### config.mk
export PLATFORM = sky130hd
export DESIGN_NAME = fdf_front
export DESIGN_NICKNAME = d
export VERILOG_FILES = /design/src/design/fdf_pkg.sv /design/src/design/fdf_front.sv
export SDC_FILE = /design/constraint.sdc
export NUM_CORES = 1
export LEC_CHECK = 0
export BUFFER_PORTS_ARGS = -buffer_cell sky130_fd_sc_hd__clkbuf_2
export CORE_AREA = 3 3 63 53
export CTS_CLUSTER_DIAMETER = 50
export CTS_CLUSTER_SIZE = 14
export DETAILED_ROUTE_END_ITERATION = 8
export DIE_AREA = 0 0 66 56
export PLACE_DENSITY = 0.74
export SYNTH_ARGS = -nofsm -noshare
export SYNTH_HDL_FRONTEND = slang
export SYNTH_SLANG_ARGS = --single-unit
### constraint.sdc
create_clock -name clk -period 1.8 [get_ports clk]
set_input_delay 0.27 -clock clk [delete_from_list [all_inputs] [get_ports clk]]
set_output_delay 0.27 -clock clk [all_outputs]
set_load 0.005 [all_outputs]
### src/design/fdf_pkg.sv
package fdf_pkg;

	localparam int unsigned DefColumns   = 16;
	localparam int unsigned DefRows      = 16;
	localparam int unsigned DefExtraRows = 3;

	localparam int unsigned LevelShift = 5;
	// Three 8x8 products add up to at most 195075, which needs 18 bits.
	localparam int unsigned SumW       = 18;

	// Configuration register indexes.
	localparam logic [1:0] RegSide   = 2'd0;
	localparam logic [1:0] RegCenter = 2'd1;
	localparam logic [1:0] RegDiv    = 2'd2;

	// Control beat from the front to the back.
	typedef struct packed {
		logic [7:0] rnd;
		logic [5:0] col;
		logic       bank;
	} job_t;

endpackage

### src/design/fdf_front.sv
// Front part: accepts random bytes, tags each with its column and the old bank,
// and keeps a two-entry queue toward the back part.
module fdf_front #(
	parameter int unsigned COLUMNS = fdf_pkg::DefColumns
) (
	input  logic                clk,
	input  logic                arst_n,
	input  logic                in_valid,
	output logic                in_stall,
	input  logic [7:0]          random_byte,
	output logic                job_valid,
	input  logic                job_take,
	output fdf_pkg::job_t       job
);
	import fdf_pkg::*;

	localparam int unsigned CW = (COLUMNS > 1) ? $clog2(COLUMNS) : 1;

	job_t       q_q [2];
	logic [1:0] cnt_q;
	logic       rd_q, wr_q;
	logic [CW-1:0] col_q;
	logic       bank_q;
	logic       acc;

	assign in_stall  = (cnt_q == 2'd2);
	assign acc       = in_valid && !in_stall;
	assign job_valid = (cnt_q != 2'd0);
	assign job       = q_q[rd_q];

	// Queue entries carry payload only.
	always_ff @(posedge clk) begin
		if (acc) begin
			q_q[wr_q].rnd  <= random_byte;
			q_q[wr_q].col  <= 6'(col_q);
			q_q[wr_q].bank <= bank_q;
		end
	end

	// Queue pointers and the column walk.
	always_ff @(posedge clk or negedge arst_n) begin
		if (!arst_n) begin
			cnt_q  <= 2'd0;
			rd_q   <= 1'b0;
			wr_q   <= 1'b0;
			col_q  <= '0;
			bank_q <= 1'b0;
		end else begin
			if (acc) begin
				wr_q <= !wr_q;
				if (32'(col_q) == COLUMNS - 1) begin
					col_q  <= '0;
					bank_q <= !bank_q;
				end else begin
					col_q <= col_q + 1'b1;
				end
			end
			if (job_take && job_valid) rd_q <= !rd_q;
			cnt_q <= cnt_q + 2'(acc) - 2'(job_take && job_valid);
		end
	end

`ifndef ASSERT_OFF
	a_no_overflow: assert property (@(posedge clk) disable iff (!arst_n)
		cnt_q == 2'd2 |-> !acc || (job_take && job_valid)) else $error("queue overflow");
	a_cnt_range: assert property (@(posedge clk) disable iff (!arst_n)
		cnt_q != 2'd3) else $error("queue count out of range");
	a_take_valid: assert property (@(posedge clk) disable iff (!arst_n)
		job_take |-> job_valid) else $error("take from empty queue");
`endif
endmodule

; ---- Word level (Yosys, flattened, before mapping)
; Memory sizes are Yosys's and may differ from the RTL's.
; Index checks and enable logic that the tools add are counted.
[classes]
reduce_logical = 8
bitwise = 0
mux = 3
div_mod_pow = 0
eq_ne = 2
n_mul = 0
shift = 0
n_lt_le_gt_ge = 0
add_sub_neg = 3
[op_table]
columns = op, n
row1 = 4-bit by 1-bit adder with 4-bit output (second input constant), 1
row2 = 4-bit equality test (second input constant), 1
row3 = 1-bit zero test, 4
row4 = 4-bit 2-to-1 mux, 1
row5 = 2-bit by 1-bit adder with 2-bit output, 1
row6 = 2-bit equality test (second input constant), 1
row7 = 1-bit logical AND, 2
row8 = 1-bit 2-to-1 mux, 2
row9 = 2-bit AND reduction, 1
row10 = 2-bit nonzero test, 1
row11 = 2-bit by 1-bit subtractor with 2-bit output, 1
[totals]
latch_bits = 0
ff_bits = 9
out_inout_bits = 17
ram_bits = 26
n_memories = 1
romBits = 0
[mem_list]
columns = name, depth, width, read_ports, rd_ports_with_merged_regs, write_ports, line_no
row1 = q_q, 2, 13, 1, 0, 1, fdf_front.sv:19  ; job_t q_q [2];

; ---- Logic depth before layout (Yosys ltp)
; Gate-level depths: netlist of the first run.
[depth]
word_depth = 5
depth_mapped = 7
mapped_depth_nobuf = 7

; ---- Least setup slack after synthesis of the first run
; Ideal clock, no wire load.
[synth_timing]
path_type = reg2reg
from = register cnt_q[1]
to = register cnt_q[1]
n_path_buf = 0
synth_period_minus_slack_ns = 1.659
required_time_ns = 1.677
slack_ns = 0.141
arrival_time_ns = 1.537
setup_time_ns = 0.123
path_stages_with_launch = 8
path_cell_list = dfrtp_1 > or2_4 > and2_4 > ha_1 > inv_1 > ha_1 > xnor2_1 > xnor2_1
[synth_between]
elab_cells_between_ends = 7
classes_between = 2 x add/sub / 1 x eq/ne / 4 x reduce/logical
[synth_rtl]
columns = element, line_no
row1 = start: declaration, fdf_front.sv:20  ; logic [1:0] cnt_q;
row2 = start signal: assignment, fdf_front.sv:59  ; cnt_q <= cnt_q + 2'(acc) - 2'(job_take && job_valid);
row3 = 2-bit nonzero test, fdf_front.sv:28  ; assign job_valid = (cnt_q != 2'd0);
row4 = net job_valid, fdf_front.sv:11  ; output logic job_valid,
row5 = 1-bit logical AND, fdf_front.sv:59
row6 = 2-bit by 1-bit subtractor with 2-bit output, fdf_front.sv:59
; The timed path passes the listed nets, and every way through them passes these cells.
; A chain may end at the register's enable or synchronous reset.

==> results of run 1 <==
==> worst register-to-register path, cell delays in order (launching register included) <==
cell and delay (ps):
dfrtp_1 410, or2_4 230, and2_4 160, ha_1 260, inv_1 40, ha_1 180, xnor2_1 160, xnor2_1 150
==> logic make-up after synthesis <==
logic type | count (synthesis)
flops | 35
mux | 15
simple gates | 13
xor+xnor | 6
buf+inv | 5
fa+ha+maj | 3
compound gates | 3
other cells | 1
==> metrics by stage <==
step | instance area (sq um) | power [mW] | setup WS [ps] | util, %
6_report | 1660 | 2.67 | 114 | 60.4
5_1_grt | 1660 | 2.88 | 31.1 | 60.4
4_1_cts | 1660 | 2.71 | 81.0 | 60.4
2_1_floorplan | 1410 | 1.94 | 141 | -
3_5_place_dp | 1590 | 2.30 | 150 | 58.0
3_3_place_gp | 1590 | 2.25 | 199 | 58.0
==> power by group <==
| part | leakage [nW] | total (mW) | internal [mW] | switching [mW] |
|---|---|---|---|---|
| Combinational | 0.299 | 0.945 | 0.508 | 0.437 |
| Sequential | 0.350 | 1.32 | 1.18 | 0.138 |
| Clock | 0.0282 | 0.406 | 0.151 | 0.256 |
==> registers in the layout, indices dropped and copies added (netlist names) <==
register,cells
wr_q,1
rd_q,1
cnt_q,2
q_q,26
col_q,4
bank_q,1
==> synthesized netlist by cell type <==
master    instances  area (sq um)
edfxtp_1         26           781
mux2_2           15           169
dfrtp_1           9           225
xnor2_1           5          43.8
buf_4             3          22.5
ha_1              3          37.5
nand3_1           3          15.0
and3_1            2          12.5
inv_1             2          7.51
nand2_1           2          7.51
nor2_1            2          7.51
o31ai_1           2          15.0
a21oi_1           1          5.00
and2_4            1          8.76
conb_1            1          3.75
nand2_4           1          11.3
nand2b_4          1          13.8
or2_4             1          8.76
xor2_1            1          8.76
==> cell usage in the layout, fill, tap and decap left out, drive strengths merged <==
cell,netlist,layout
a21oi,1,1
and2,1,1
and3,2,2
buf,3,4
clkbuf,0,32
clkinv,0,1
clkinvlp,0,1
conb,1,2
dfrtp,9,9
dlygate4sd3,0,1
edfxtp,26,26
ha,3,3
inv,2,2
mux2,15,15
nand2,3,3
nand2b,1,1
nand3,3,3
nor2,2,2
o31ai,2,2
or2,1,1
xnor2,5,5
xor2,1,1
==> worst max path at each step <==
stage	end	slack (ps)	cells after the start
4_1_cts	job[1]	80	3
6_report	job[1]	110	3
5_1_grt	job[3]	30	3
3_5_place_dp	cnt_q[1]$_DFF_PN0_	150	7
2_1_floorplan	cnt_q[1]$_DFF_PN0_	140	7
3_3_place_gp	cnt_q[1]$_DFF_PN0_	200	7
==> cell type report <==
type / instances / share of cell area [%]
clock buffer: 6 / 2.49
clock inverter: 2 / 0.755
inverter: 2 / 0.453
multi-input combinational: 42 / 22.4
sequential: 35 / 60.7
tap: 38 / 2.87
timing repair buffer: 31 / 10.3
==> layer usage <==
metal  track usage [%]  up-vias  wire length, microns
li1                  -      364                     -
met1              16.2      338                   899
met2              22.3       29                  1060
met3              5.66        8                   165
met4              6.09        0                    41
met5                 0        -                     0
==> results.txt, run 1 <==
hold_buf cts - 1
worst stage delay on the critical path - 380 ps
Max-Cap Viols - 0
CP delay by family, top - flip-flops
worst vdd ir - 0.940 mV
Seq cells post-synth - 35
Setup TNS - 0 ps
Reg2Reg Launch Point - cnt_q[0]$_DFF_PN0_
Clock Skew - 6.06 ps
hold_sp - random_byte[5]
mux cell area share after synthesis - 12.0%
FP Rows - 17
initial DRC count - 19
Antenna Nets Post-Route - 0
Max Root-Sink Buffers - 2
vias in the first global route - 804
Nets - 132
wire per inst - 13.9 microns
first-pass GRT wire length - 3.68 mm
Worst-path clk slew - 100 ps
Worst Hold Slack - 114 ps
Fillers - 213
Hold Path Depth - 1
Compound-Gate Fraction of Synth Area - 1.43%
Startpoint Class - flop
Hold Path Class - input port to flop
Syn Std Cell Area - 0.00140 sq mm
Seq/Total Area, Yosys - 71.7%
crit path from - rd_q$_DFFE_PN0P_
worst-case reg-to-reg path depth - 7
core box area - 0.00274 sq mm
antenna violations before repair - 0
count of cell types in the netlist - 19
final slew viol count - 0
pin count of the biggest net entering global routing - 14
Final setup viols - 0
CTS tree - done
Worst Hold End - q_q[0][10]$_DFFE_PP_
worst r2r dst - cnt_q[1]$_DFF_PN0_
DR vias/cell - 4.74
ANT cells - 0
share of layout cells above drive strength 1 - 47.5%
setup bufs post-CTS - 0
Initial Util - 51.2%
DRT Pass-1 Iters - 5
achievable frequency - 0.593 GHz
crit path kind - flop to output port
Worst Path Max Fanout - 13
warnings from Yosys - 0
drt drc - 0
status - completed
Area Growth Syn to Fin - 18.0%
total wire length - 2.16 mm
Die Height - 56 microns
Crit-path slowest cell - dfrtp_1
clk sinks - 35
RSZ-0062 raised after global routing - false
Pwr per Cell Area - 1610 mW/mm^2
XOR/XNOR Fraction of Synth Area - 3.74%
register area - 0.00101 sq mm
CP required - 1530 ps
I/O Pins - 29
worst path bufs/invs - 2
final non-filler cell total - 156
Hold Fails Final Rpt - 0
vias - 739
Final GP Congestion - 0.725
Final min period - 1690 ps
reg2reg setup slack - 130 ps
syn_area_per_cell - 17.3 sq um
footprint of the multi-input gates - 372 sq um
count of cells resized by post-cts repair - 0
Die Span X - 66 microns
DIE AREA - 0.00370 sq mm
Skew-Pair Late Insertion Delay - 340 ps
placed cells - 147
CTS buffer count - 5
crit-path cells - buf_4 > mux2_2 > clkbuf_2
main combinational cell family by area after synthesis - multiplexers
PortBufs - 26
Post-Synth Simple-Gate Area - 6.06%
CP arrival - 1420 ps
Crit. End Element - output port
Static Leak - 0.677 nW
period utilization - 93.7%
Overflow after GRT - 0
H-tree Lvls - 2
clock root buffer - clkbuf_4
Final HPWL DP - 1.54 mm
Syn Inst Count - 81
Overall Global Routing Usage - 13.9%
Post-Synth Adder-Cell Area - 2.67%
No activity file was read; power rests on OpenSTA's default activity.
==> inputs of run 2 (changes only) <==
--- a/config.mk
+++ b/config.mk
@@ -11,7 +11,7 @@
 export CTS_CLUSTER_SIZE = 14
 export DETAILED_ROUTE_END_ITERATION = 8
 export DIE_AREA = 0 0 66 56
-export PLACE_DENSITY = 0.74
+export PLACE_DENSITY = 0.83
 export SYNTH_ARGS = -nofsm -noshare
 export SYNTH_HDL_FRONTEND = slang
 export SYNTH_SLANG_ARGS = --single-unit
==> results.txt, run 2 (synthesized netlist as in run 1, its figures left out) <==
status - completed
Setup TNS - 0 ps
Overflow after GRT - 0
CTS tree - done
setup bufs post-CTS - 0
Hold Fails Final Rpt - 0
PortBufs - 26
Nets - 131
ANT cells - 0
initial DRC count - 18
Antenna Nets Post-Route - 0
DR vias/cell - 4.78
Crit. End Element - output port
Biggest register - q_q
dpl cell area - 0.00159 sq mm
Final HPWL DP - 1.46 mm
DRT Pass-1 Iters - 4
achievable frequency - 0.601 GHz
Initial Util - 51.2%
Die Span X - 66 microns
Area Growth Syn to Fin - 17.6%
first-pass GRT wire length - 3.31 mm
Overall Global Routing Usage - 12.4%
CP required - 1530 ps
CTS buffer count - 5
worst vdd ir - 0.916 mV
CP arrival - 1390 ps
vias - 741
Max Root-Sink Buffers - 2
vias in the first global route - 764
Post-Layout Inst Area - 0.00165 sq mm
period utilization - 92.4%
core box area - 0.00274 sq mm
clock root buffer - clkbuf_4
pin count of the biggest net entering global routing - 15
wire per inst - 12.8 microns
Max-Cap Viols - 0
RSZ-0062 raised after global routing - false
Hold Path Class - input port to flop
Skew-Pair Late Insertion Delay - 330 ps
drt drc - 0
total design power - 2.62 mW
total wire length - 1.98 mm
Final GP Congestion - 0.805
Final setup viols - 0
Pwr per Cell Area - 1590 mW/mm^2
clk sinks - 35
FP Rows - 17
Startpoint Class - flop
Largest regs - q_q (26), col_q (4), cnt_q (2)
H-tree Lvls - 2
Final min period - 1660 ps
final slew viol count - 0
Worst-path clk slew - 100 ps
antenna violations before repair - 0
Worst Hold Slack - 125 ps
Die Height - 56 microns
Clock Skew - 4.13 ps
share of layout cells above drive strength 1 - 47.9%
DIE AREA - 0.00370 sq mm
max reg flops - 26
crit path kind - flop to output port
I/O Pins - 29
Worst Path Max Fanout - 14
Static Leak - 0.671 nW
commonest cells after routing, fill and taps aside - clkbuf_2 (26), edfxtp_1 (26), mux2_2 (15)
[run 2: cell count changes in the layout (fill, tap and decap cells not counted), sizes merged]
cell,delta
buf,-1
[run 2: path summary, 6_finish.rpt]
path                               startpoint                   end  slack [ps]  depth (start not counted)
setup / recovery             rd_q$_DFFE_PN0P_                job[4]         140                          2
hold / removal                 random_byte[7]  q_q[1][12]$_DFFE_PP_         130                          1
min in group asynchronous              arst_n      wr_q$_DFFE_PN0N_         320                          2
setup reg to reg           cnt_q[1]$_DFF_PN0_    cnt_q[1]$_DFF_PN0_         140                          7
max in group asynchronous              arst_n      rd_q$_DFFE_PN0P_        1280                          2
hold reg to reg            bank_q$_DFFE_PN0P_    bank_q$_DFFE_PN0P_         490                          1
[run 2: layout make-up]
cell class              count  area [sq um]
fillers                   226          1090
flip-flops and latches     35          1010
multi-input cells          42           372
repair buffers             30           163
well taps                  38          47.5
clock buffers               6          41.3
clock inverters             2          12.5
inverters                   2          7.51
[run 2: report_power, final]
part	total (mW)	internal [mW]	leakage, nW	switching [mW]
Clock	0.388	0.150	0.0282	0.237
Combinational	0.860	0.492	0.294	0.369
Sequential	1.37	1.19	0.349	0.188
[run 2: what timing repair did]
| item | in CTS | in global routing |
|---|---|---|
| endpoints found under the hold margin | 9 | 0 |
| hold buffers | 1 | 0 |
| setup endpoints to repair | 13 | 0 |
| gates resized for setup | 1 | 0 |
[run 2: metal layers]
layer	up-vias	GRT usage, %	routed length [microns]
met5	-	0	0
met4	0	6.96	51
met3	7	5.45	149
met2	27	19.3	960
met1	342	14.2	823
li1	365	-	-
[run 2: metrics by stage]
step / util, % / cells / setup WS [ps]
4_1_cts: 60.1 / 155 / 97.4
5_1_grt: 60.1 / 155 / 49.5
3_5_place_dp: 57.8 / 146 / 149
2_1_floorplan: - / 82 / 141
6_report: 60.1 / 155 / 137
3_3_place_gp: 57.8 / 146 / 201
[run 2: critical path, stage by stage (launching register included)]
cell and delay, ps:
dfrtp_2 570, mux2_2 380, clkbuf_2 120
